--- src/rtl/core/ffra_pkg.sv ---
// ----------------------------------------------------------------------------
// ffra_pkg
// Shared types and constants of the first-fit region allocator.
// ----------------------------------------------------------------------------
package ffra_pkg;

	localparam int REGION_GRANULES = 4096;

	localparam logic [1:0] ST_OK    = 2'd0;
	localparam logic [1:0] ST_ZERO  = 2'd1;
	localparam logic [1:0] ST_NOFIT = 2'd2;
	localparam logic [1:0] ST_FULL  = 2'd3;

	localparam logic OP_ALLOC = 1'b0;
	localparam logic OP_FREE  = 1'b1;

	typedef enum logic [2:0] {
		S_IDLE,
		S_SCAN,
		S_LOOK,
		S_CHECK,
		S_APPLY,
		S_OUT
	} ctl_state_t;

	// controller to datapath
	typedef struct packed {
		logic start;    // latch request, start scan
		logic scan;     // advance scan by one entry
		logic look;     // read length store
		logic check;    // evaluate free checks
		logic apply;    // commit table update
		logic fail;     // load failure result
	} ctl_cmd_t;

	// datapath to controller
	typedef struct packed {
		logic scan_done;
		logic is_alloc;
		logic early_fail;
		logic late_fail;
	} dp_stat_t;

endpackage

--- src/rtl/core/ffra_ctrl.sv ---
// ----------------------------------------------------------------------------
// ffra_ctrl
// Request sequencer: scan, length lookup and check (frees only), apply, output.
// ----------------------------------------------------------------------------
module ffra_ctrl (
	input  logic                clk,
	input  logic                arst_n,
	input  logic                in_valid,
	output logic                in_ready,
	output logic                out_valid,
	input  logic                out_ready,
	input  ffra_pkg::dp_stat_t  stat,
	output ffra_pkg::ctl_cmd_t  cmd
);
	import ffra_pkg::*;

	ctl_state_t state_q, state_d;

	always_ff @(posedge clk or negedge arst_n) begin
		if (!arst_n) begin
			state_q <= S_IDLE;
		end else begin
			state_q <= state_d;
		end
	end

	always_comb begin
		state_d = state_q;
		cmd = '0;
		in_ready = 1'b0;
		out_valid = 1'b0;
		unique case (state_q)
			S_IDLE: begin
				in_ready = 1'b1;
				if (in_valid) begin
					cmd.start = 1'b1;
					state_d = S_SCAN;
				end
			end
			S_SCAN: begin
				if (stat.early_fail) begin
					cmd.fail = 1'b1;
					state_d = S_OUT;
				end else if (stat.scan_done) begin
					state_d = stat.is_alloc ? S_APPLY : S_LOOK;
				end else begin
					cmd.scan = 1'b1;
				end
			end
			S_LOOK: begin
				cmd.look = 1'b1;
				state_d = S_CHECK;
			end
			S_CHECK: begin
				cmd.check = 1'b1;
				state_d = S_APPLY;
			end
			S_APPLY: begin
				if (stat.late_fail) begin
					cmd.fail = 1'b1;
				end else begin
					cmd.apply = 1'b1;
				end
				state_d = S_OUT;
			end
			S_OUT: begin
				out_valid = 1'b1;
				if (out_ready) begin
					state_d = S_IDLE;
				end
			end
			default: state_d = S_IDLE;
		endcase
	end
endmodule

--- config.mk ---
export PLATFORM = sky130hd
export DESIGN_NAME = ffra_ctrl
export DESIGN_NICKNAME = d
export VERILOG_FILES = /design/src/rtl/core/ffra_pkg.sv /design/src/rtl/core/ffra_ctrl.sv
export SDC_FILE = /design/constraint.sdc
export NUM_CORES = 1
export LEC_CHECK = 0
export BUFFER_PORTS_ARGS = -buffer_cell sky130_fd_sc_hd__buf_4
export CAP_MARGIN = 20
export CELL_PAD_IN_SITES_DETAIL_PLACEMENT = 1
export CELL_PAD_IN_SITES_GLOBAL_PLACEMENT = 2
export CORE_MARGIN = 2
export CORE_UTILIZATION = 20
export CTS_CLUSTER_SIZE = 20
export DETAILED_ROUTE_END_ITERATION = 10
export PLACE_DENSITY = 0.69
export SLEW_MARGIN = 20
export SYNTH_ARGS = -nofsm -noshare
export SYNTH_HDL_FRONTEND = slang
export SYNTH_SLANG_ARGS = --single-unit
--- constraint.sdc ---
create_clock -name clk -period 1.2 [get_ports clk]
set_input_delay 0 -clock clk [delete_from_list [all_inputs] [get_ports clk]]
set_output_delay 0 -clock clk [all_outputs]
set_load 0.005 [all_outputs]
# After elaboration in Yosys (flattened, before gate mapping)
# Index checks and enable logic that the tools add are counted.
[op_classes]
eq_ne = 8
muxes = 20
reduce_logical = 2
[op_table]
columns = ["cell", "count"]
rows = [
  ["$pmux W3 S6", 1],
  ["$mux W3", 5],
  ["$mux W1", 13],
  ["$eq A3 B2 Y1 const B", 2],
  ["$eq A3 B3 Y1 const B", 2],
  ["$ne A2 B2 Y1 const B", 2],
  ["$eq A3 B1 Y1 const B", 1],
  ["$logic_not A3 Y1", 1],
  ["$ne A3 B3 Y1 const B", 1],
  ["$reduce_and A3 Y1", 1],
  ["$pmux W1 S2", 1],
]
[totals]
register_bits = 3
input_bits = 8
out_inout_bits = 8
word_cells = 31

# Logic depth before layout (Yosys ltp)
# Gate-level depths: netlist of the first run.
[depth]
ltp_word = 4
depth_mapped = 4
depth_no_buf = 3

# Worst setup path after synthesis of the first run
# Ideal clock, no wire load.
[synth_timing]
kind = "register to register"
from = "register state_q[1]"
to = "register state_q[2]"
setup_time_ps = 121
t_arrival_ps = 893
required_time_ps = 1079
slack_ps = 186
path_stages_with_launch = 4
n_path_buf = 1
synth_period_minus_slack_ps = 1014
path_cell_list = "dfrtp_1 -> buf_6 -> a211o_1 -> a22o_1"
[synth_via]
elab_chain_cells = 3
[synth_rtl]
columns = ["element", "line", "source"]
rows = [
  ["start: declaration", "ffra_ctrl.sv:17", "ctl_state_t state_q, state_d;"],
  ["start signal: assignment", "ffra_ctrl.sv:23", "state_q <= state_d;"],
  ["$eq A3 B1 Y1 (tied with other cells)", "ffra_ctrl.sv:32", "unique case (state_q)"],
  ["$ne A3 B3 Y1 (no source line) / $ne A2 B2 Y1 (equally long branches)", "-", ""],
  ["$reduce_and A3 Y1 (no source line)", "-", ""],
]
# Parallel ways exist; a longest one is shown, timed or not.
# A chain may end at the register's enable or synchronous reset.

# Worst setup path after layout of the first run
[layout_timing]
from = "register state_q[2]"
to = "register state_q[0]"
# Same word-level chain as after synthesis.

==> results by group, run 1 <==
Global route
  • First-pass GRT wire length: 1.152 mm
  • Initial antenna violation count: 0
  • Vias in the first global route: 267
  • GRT Total Usage: 10.29%
  • Largest net degree at the start of global routing: 11
  • Gr ovfl total: 0

Floorplan
  • Core Region: 0.001285 mm²
  • Die H: 40.68 µm
  • Full die area: 0.001654 mm²
  • Row cnt: 13
  • Boundary Pins: 16
  • Initial Utilization: 20.93%
  • Die width: 40.68 µm

Detailed routing
  • Vias per cell: 4.457
  • Initial DRC Count: 1
  • Via Count: 312
  • WL/cell: 12.56 µm
  • Antenna Violating Nets Remaining: 0
  • # DRC: 0
  • First-pass detailed-route iteration total: 2
  • Final wirelength: 879 µm

Placed design
  • IO Port Bufs: 15
  • GP Congestion: 0.7436
  • Placed inst area: 366.6 µm²
  • Placed Cells: 56
  • HPWL Detailed: 571 µm
  • Pre-CTS WS: 20.41 ps

Synthesis
  • Mapped cell area: 269.0 µm²
  • Gate Count Post-Synth: 29
  • Synth warn: 0
  • Post-synthesis sequential area ratio: 27.91%
  • Mapped Avg Cell Area: 9.276 µm²
  • Seq cells post-synth: 3
  • Synthesized Nets: 37
  • Unique masters post-synth: 19

Min path
  • Hold Crit Class: in -> reg

Cells and area
  • Largest register FFs: 3
  • Final core utilization: 39.14%
  • Layout area overhead: 86.98%
  • Fin cells: 70
  • Inserted Diodes: 0
  • Post-route cell area: 503.0 µm²
  • Biggest regs: state_q (3)
  • Largest Register: state_q
  • Fin nets: 64
  • Share of layout cells above drive strength 1: 65.45%

Critical path
  • Critical path class: reg -> reg
  • Crit path DAT: 1300 ps
  • Bufs and invs on worst path: 0
  • Critical Path Slowest Stage Cell: dfrtp_2
  • Crit-path max FO: 6
  • WP data required: 1310 ps
  • Largest stage delay, worst path: 460 ps
  • Cells along the critical path: nor4_1 > a31oi_1 > o211a_1
  • Worst Setup End Kind: flop
  • CP top delay family: flip-flops
  • Worst setup SP type: flop

Run
  • Max Cap Viol: 0

Clock network
  • Clock tree buffer depth: 2
  • CTS buffer count: 3
  • H-tree level count: 1
  • Root buf cell: clkbuf_4
  • Clk_lat worst skew: 230 ps
  • Clk slew on worst S/H paths: 40 ps
  • Clock tree sinks: 3
  • CTS tree: done

STA
  • Period utilization: 98.92%
  • Setup Viol. Count Final: 0
  • Worst slew pin tran: 340.1 ps
  • Final Hold Viols: 0
  • Fmax: 0.8424 GHz
  • Slew margin rel.: 77.12%
  • RSZ-0062 raised after global routing: true
  • Setup Skew: 1.340 ps
  • Setup slack after layout: 12.95 ps
  • Final min period: 1187 ps
  • Final-report max-slew violation count: 0

Pwr
  • Power density over the cells: 2102 mW/mm²
  • Maximum VDD drop: 0.5724 mV
  • Static leakage: 0.0002510 µW

Outcome
  • Status: finished, final reports clean
## per-layer routing
layer  share of wire [%]  global-route usage, %
met5                   0                      0
met4                   0                      0
met3                 5.0                  3.804
met2                  51                  16.27
met1                  43                  14.14
## final cells by class
cell class	instances	area, µm²
Clock buffer	4	26.28
Fill cell	158	782.0
Inverter	2	7.507
Multi-Input combinational cell	21	173.9
Sequential cell	3	78.83
Tap cell	15	18.77
Timing Repair Buffer	25	197.7
## timing repair
action | in CTS | in global routing
setup endpoints to repair | 5 | 7
buffers inserted | 2 | 7
pin swaps | 1 | 3
hold buffers | 1 | 0
hold endpoints to repair | 3 | 0
resized for setup | 5 | 6
## power breakdown
group          internal [µW]  total (µW)  switching, µW
clock network            125         176           51.4
logic                    392         637            245
registers                148         244           96.7
total                    665        1060            393
## cells in the mapped netlist
master,n,area (µm²)
nand2b_4,1,13.76
and2_1,1,6.260
nor3b_2,1,12.51
inv_1,2,7.510
buf_6,3,33.78
nand2_1,2,7.510
nor2_1,1,3.750
nor3_1,2,10.01
and3_1,1,6.260
a22o_1,1,8.760
a21oi_1,2,10.01
a211o_1,1,8.760
nor4_1,3,18.77
a31oi_1,1,6.260
dfrtp_1,3,75.07
a31o_1,1,8.760
nand3b_1,1,7.510
nor2b_4,1,13.76
o211a_1,1,10.01
## final timing paths
kind / start / end / slack [ps] / depth (start not counted)
hold reg to reg: state_q[1] / state_q[0] / 680 / 2
max in group asynchronous: arst_n / state_q[2] / 1000 / 2
setup / recovery: state_q[2] / state_q[0] / 10 / 3
hold / removal: stat[3] / state_q[1] / 50 / 2
setup reg to reg: state_q[2] / state_q[0] / 10 / 3
min in group asynchronous: arst_n / state_q[0] / 100 / 2
## through the flow
stage	setup TNS [ps]	hold slack (ps)	total power, µW
6_report	0	54.37	1057
5_1_grt	-189.6	49.90	1146
4_1_cts	-7.789	49.36	900.9
3_5_place_dp	0	-207.7	637.0
3_3_place_gp	0	-208.4	632.3
2_1_floorplan	0	-295.6	533.8
## cells by family (layout without fill, tap and decap cells)
group | count (synthesis) | in the layout | share of synthesized area (%)
AOI/OAI and AO/OA | 7 | 7 | 19.54
and+or+nand+nor | 14 | 14 | 37.21
DFF | 3 | 3 | 27.91
buffers and inverters | 5 | 31 | 15.35
## layout by cell type, fill, tap and decap left out
cell type / count
a211o_1: 1
a21oi_1: 1
a21oi_2: 1
a22o_1: 1
a31o_1: 1
a31oi_1: 1
and2_1: 1
and3_1: 1
buf_4: 22
buf_6: 2
clkbuf_1: 1
clkbuf_4: 3
dfrtp_2: 3
dlygate4sd3_1: 1
inv_1: 2
nand2_1: 2
nand2b_4: 1
nand3b_1: 1
nor2_1: 1
nor2b_4: 1
nor3_1: 1
nor3_2: 1
nor3b_4: 1
nor4_1: 2
nor4_2: 1
o211a_1: 1
Power figures use the tool's default switching activity.
==> inputs of run 2 (changes only) <==
- SETUP_SLACK_MARGIN: default -> 0.15
==> run 2 against run 1 <==
Effect of this change:
- design area is 4.5% higher
- critical endpoint is now cmd[3]
- cell count is 1.4% lower
- power is 4.6% higher
- via count is 0.64% lower
- setup slack worse by 3.6 ps
==> results by group, run 2 (synthesis gave the netlist of run 1 again) <==
Pwr
  • Total power: 1106 µW
  • Maximum VDD drop: 0.6128 mV
  • Static leakage: 0.0002492 µW
  • Power density over the cells: 2105 mW/mm²

Floorplan
  • Die width: 40.68 µm
  • Die H: 40.68 µm
  • Core Region: 0.001285 mm²
  • Boundary Pins: 16
  • Row cnt: 13
  • Full die area: 0.001654 mm²
  • Initial Utilization: 20.93%

Detailed routing
  • Via Count: 310
  • # DRC: 0
  • Vias per cell: 4.493
  • Antenna Violating Nets Remaining: 0
  • WL/cell: 12.80 µm
  • Final wirelength: 883 µm
  • First-pass detailed-route iteration total: 2
  • Initial DRC Count: 1

Clock network
  • Clock tree buffer depth: 2
  • Clock tree sinks: 3
  • CTS buffer count: 3
  • Clk_lat worst skew: 230 ps
  • Root buf cell: clkbuf_4
  • Clk slew on worst S/H paths: 40 ps
  • H-tree level count: 1
  • CTS tree: done

Cells and area
  • Largest Register: state_q
  • Layout area overhead: 95.35%
  • Most frequent cells in the layout: buf_4, buf_6, nor4_2, clkbuf_4, dfrtp_2
  • Fin nets: 63
  • Storage element area: 78.83 µm²
  • Share of layout cells above drive strength 1: 68.52%
  • Biggest regs: state_q (3)
  • Post-route cell area: 525.5 µm²
  • Largest register FFs: 3
  • Footprint of the multi-input gates: 192.7 µm²
  • Inserted Diodes: 0
  • Fillcell total: 155
  • Most common cell after layout, fill and taps aside: buf_4

Global route
  • Largest net degree at the start of global routing: 9
  • Vias in the first global route: 313
  • First-pass GRT wire length: 1.380 mm
  • GRT Total Usage: 12.44%
  • Initial antenna violation count: 0
  • Gr ovfl total: 0

Run
  • Max Cap Viol: 0

Critical path
  • Worst setup SP type: flop
  • Crit-path max FO: 7
  • Crit path DAT: 1190 ps
  • Bufs and invs on worst path: 2
  • WP data required: 1200 ps
  • Largest stage delay, worst path: 480 ps
  • Critical path class: reg -> out
  • Cells along the critical path: buf_6 > nor3b_4 > buf_4
  • Worst Setup End Kind: primary output
  • CP top delay family: flip-flops
  • Critical Path Slowest Stage Cell: dfrtp_2

STA
  • Setup TNS Final: 0 ps
  • Worst slew pin tran: 218.7 ps
  • Final Hold Viols: 0
  • Final-report max-slew violation count: 0
  • Fmax: 0.8399 GHz
  • Final min period: 1191 ps
  • RSZ-0062 raised after global routing: true
  • Period utilization: 99.22%
  • Setup Viol. Count Final: 0
  • Setup Skew: 0.5960 ps
  • Slew margin rel.: 85.30%

Placed design
  • HPWL Detailed: 571 µm
  • IO Port Bufs: 15
  • Placed inst area: 366.6 µm²
  • GP Congestion: 0.7436

Outcome
  • Status: finished, final reports clean

Min path
  • Hold Crit Class: in -> reg
[run 2: through the flow]
stage / worst slack [ps] / hold WS (ps) / util [%] / std cells
global route: -56.41 / 41.75 / 40.90 / 69
finish: 9.362 / 48.26 / 40.90 / 69
detailed placement: 20.41 / -207.7 / 28.53 / 56
CTS: 8.287 / 49.29 / 40.60 / 69
floorplan: 186.1 / -295.6 / - / 29
global placement: 95.60 / -208.4 / 28.53 / 56
[run 2: layer usage]
layer  track usage [%]  routed length [µm]
met5                 0                   0
met4                 0                   0
met3             3.804                  43
met2             22.62                 492
met1             15.13                 346
[run 2: final timing paths]
check / startpoint / endpoint / slack, ps / cells after the start
min in group asynchronous: arst_n / state_q[1] / 100 / 2
worst max-delay path: state_q[2] / cmd[3] / 9 / 3
worst min-delay path: stat[3] / state_q[1] / 50 / 2
max in group asynchronous: arst_n / state_q[0] / 990 / 2
worst min register to register: state_q[0] / state_q[0] / 750 / 3
worst max register to register: state_q[1] / state_q[2] / 20 / 3
[run 2: cell type report]
| cell class | count | share of cell area, % |
|---|---|---|
| clock buffers | 4 | 5.000 |
| inverters | 2 | 1.429 |
| multi-input cells | 21 | 36.67 |
| flip-flops and latches | 3 | 15.00 |
| well taps | 15 | 3.571 |
| repair buffers | 24 | 38.33 |
[run 2: power by group]
group	total [µW]	switching (µW)	leakage [µW]	internal, µW
combinational	681	262	0.000201	419
clock	175	50.1	0.0000150	124
sequential	251	104	0.0000330	147
[run 2: repair_timing]
| action | CTS | global route |
|---|---|---|
| pin swaps | 5 | 2 |
| hold endpoints to repair | 3 | 0 |
| endpoints found under the setup margin | 11 | 11 |
| buffers inserted | 8 | 0 |
| hold buffers | 1 | 0 |
| resized for setup | 16 | 1 |
[run 2: worst reg2reg max path: stages (launching register included)]
cell and delay, ps:
dfrtp_2 480, buf_6 150, a211o_1 260, a22o_1 170
==> inputs of run 3 (changes only) <==
- CORE_AREA: default -> 2 2 39 41
- CORE_MARGIN: 2 -> default
- CORE_UTILIZATION: 20 -> default
- DIE_AREA: default -> 0 0 41 43
- PLACE_DENSITY: 0.69 -> 0.7
- clock period: 1.2 -> 1.5 ns (I/O delays scaled with it)
==> run 3 against run 2 <==
Effect of this change:
- clock-buffer cell count unchanged
- largest cell class is now multi-input combinational cells
- setup slack improved by 260 ps
- critical endpoint is now cmd[1]
- sequential power shrank 17%
- non-clock buffer count is 8 lower
==> results by group, run 3 (synthesis gave the netlist of run 1 again) <==
Critical path
  • Crit path DAT: 1230 ps
  • Crit-path max FO: 9
  • Critical path class: reg -> out
  • Worst setup SP type: flop
  • WP data required: 1500 ps
  • Worst Setup End Kind: primary output

Cells and area
  • Final core utilization: 29.84%
  • Largest Register: state_q
  • Largest register FFs: 3
  • Inserted Diodes: 0
  • Layout area overhead: 53.49%
  • Share of layout cells above drive strength 1: 52.17%
  • Fin nets: 55
  • Fillcell total: 169
  • Most frequent cells in the layout: buf_4, clkbuf_4
  • Most common cell after layout, fill and taps aside: buf_4
  • Biggest regs: state_q (3)

Global route
  • Vias in the first global route: 246
  • Met1 Usage GRT: 11.07%
  • Gr ovfl total: 0
  • First-pass GRT wire length: 1.028 mm
  • M3 GR Usage: 3.665%
  • Met2 GRT Util: 11.25%
  • Initial antenna violation count: 0
  • GRT Total Usage: 8.569%
  • Largest net degree at the start of global routing: 11
  • Busiest layer in global routing: met2

Run
  • Max Cap Viol: 0

Detailed routing
  • Antenna Violating Nets Remaining: 0
  • Final wirelength: 654 µm
  • First-pass detailed-route iteration total: 2
  • # DRC: 0
  • Initial DRC Count: 1
  • Vias per cell: 4.500
  • WL/cell: 10.55 µm
  • Via Count: 279

Pwr
  • Sw Ratio: 37.80%
  • Sw Pwr: 246.1 µW
  • Maximum VDD drop: 0.3286 mV
  • Internal cell power: 404.9 µW
  • Power density over the cells: 1577 mW/mm²
  • Combinational power share: 47.1%
  • Static leakage: 0.0001983 µW
  • Clk pwr share: 21.0%
  • Register share of total power: 31.9%

Clock network
  • Clk slew on worst S/H paths: 40 ps
  • Clock tree sinks: 3
  • Setup bufs post-CTS: 0
  • CTS tree: done
  • Clk_lat worst skew: 230 ps
  • Root buf cell: clkbuf_4
  • H-tree level count: 1
  • CTS buffer count: 3
  • Clock tree buffer depth: 2

STA
  • Period utilization: 82.14%
  • Final Hold Viols: 0
  • RSZ-0062 raised after global routing: false
  • Final-report max-slew violation count: 0
  • Setup Viol. Count Final: 0
  • Setup TNS Final: 0 ps
  • Slew margin rel.: 79.82%
  • Worst slew pin tran: 302.7 ps
  • Setup Skew: 2.094 ps
  • WHS: 65.88 ps
  • Fmax: 0.8116 GHz
  • Final min period: 1232 ps

Outcome
  • Status: finished, final reports clean

Floorplan
  • Boundary Pins: 16
  • Die H: 43 µm
  • Row cnt: 14
  • Full die area: 0.001763 mm²
  • Initial Utilization: 19.44%
  • Die width: 41 µm
  • Core Region: 0.001384 mm²

Placed design
  • GP Congestion: 0.7672
  • HPWL Detailed: 529.6 µm
  • IO Port Bufs: 15

Min path
  • Hold Crit Class: in -> reg
-- run 3: per-layer routing --
layer	wire, µm	part of all wire (%)
met1	304	46
met2	313	48
met3	36	5.5
met4	0	0
met5	0	0
-- run 3: area by class of cell --
cell class                      count  area [µm²]  area share (%)
Multi-Input combinational cell     21       158.9           38.48
Timing Repair Buffer               16       122.6           29.70
Sequential cell                     3       77.57           18.79
Clock buffer                        4       26.28           6.364
Tap cell                           16       20.02           4.848
Inverter                            2       7.507           1.818
-- run 3: worst max-delay path, cell delays in order (launching register included) --
cell and delay, ps:
dfrtp_2 460, inv_1 130, nor4_2 270, buf_4 140
-- run 3: final timing paths --
kind	startpoint	endpoint	slack, ps	cells after the start
max in group asynchronous	arst_n	state_q[0]	1300	2
setup / recovery	state_q[2]	cmd[1]	270	3
setup reg to reg	state_q[1]	state_q[1]	400	3
min in group asynchronous	arst_n	state_q[2]	100	2
hold / removal	stat[3]	state_q[1]	70	2
hold reg to reg	state_q[2]	state_q[2]	680	1
-- run 3: what timing repair did --
item                       CTS  global route
hold endpoints to repair     3             0
setup endpoints to repair    1             2
cloned                       0             0
hold buffers                 1             0
resized for setup            1             2
-- run 3: per-stage QoR --
| step | power [µW] | setup WS, ps | cells | instance area (µm²) |
|---|---|---|---|---|
| 4_1_cts | 653.9 | 178.7 | 62 | 405.4 |
| 6_report | 650.9 | 267.8 | 62 | 412.9 |
| 3_5_place_dp | 505.6 | 359.9 | 57 | 367.9 |
| 5_1_grt | 711.1 | 166.6 | 62 | 412.9 |
| 2_1_floorplan | 427.0 | 486.1 | 29 | 269.0 |
| 3_3_place_gp | 504.0 | 378.4 | 57 | 367.9 |
-- run 3: power groups by stage --
| stage | clock [µW] | sequential (µW) | combinational, µW |
|---|---|---|---|
| 6_report | 137 | 208 | 306 |
| 5_1_grt | 159 | 218 | 335 |
| 4_1_cts | 145 | 203 | 306 |
| 3_5_place_dp | 0 | 202 | 303 |
| 3_3_place_gp | 0 | 202 | 302 |
| 2_1_floorplan | 0 | 124 | 303 |
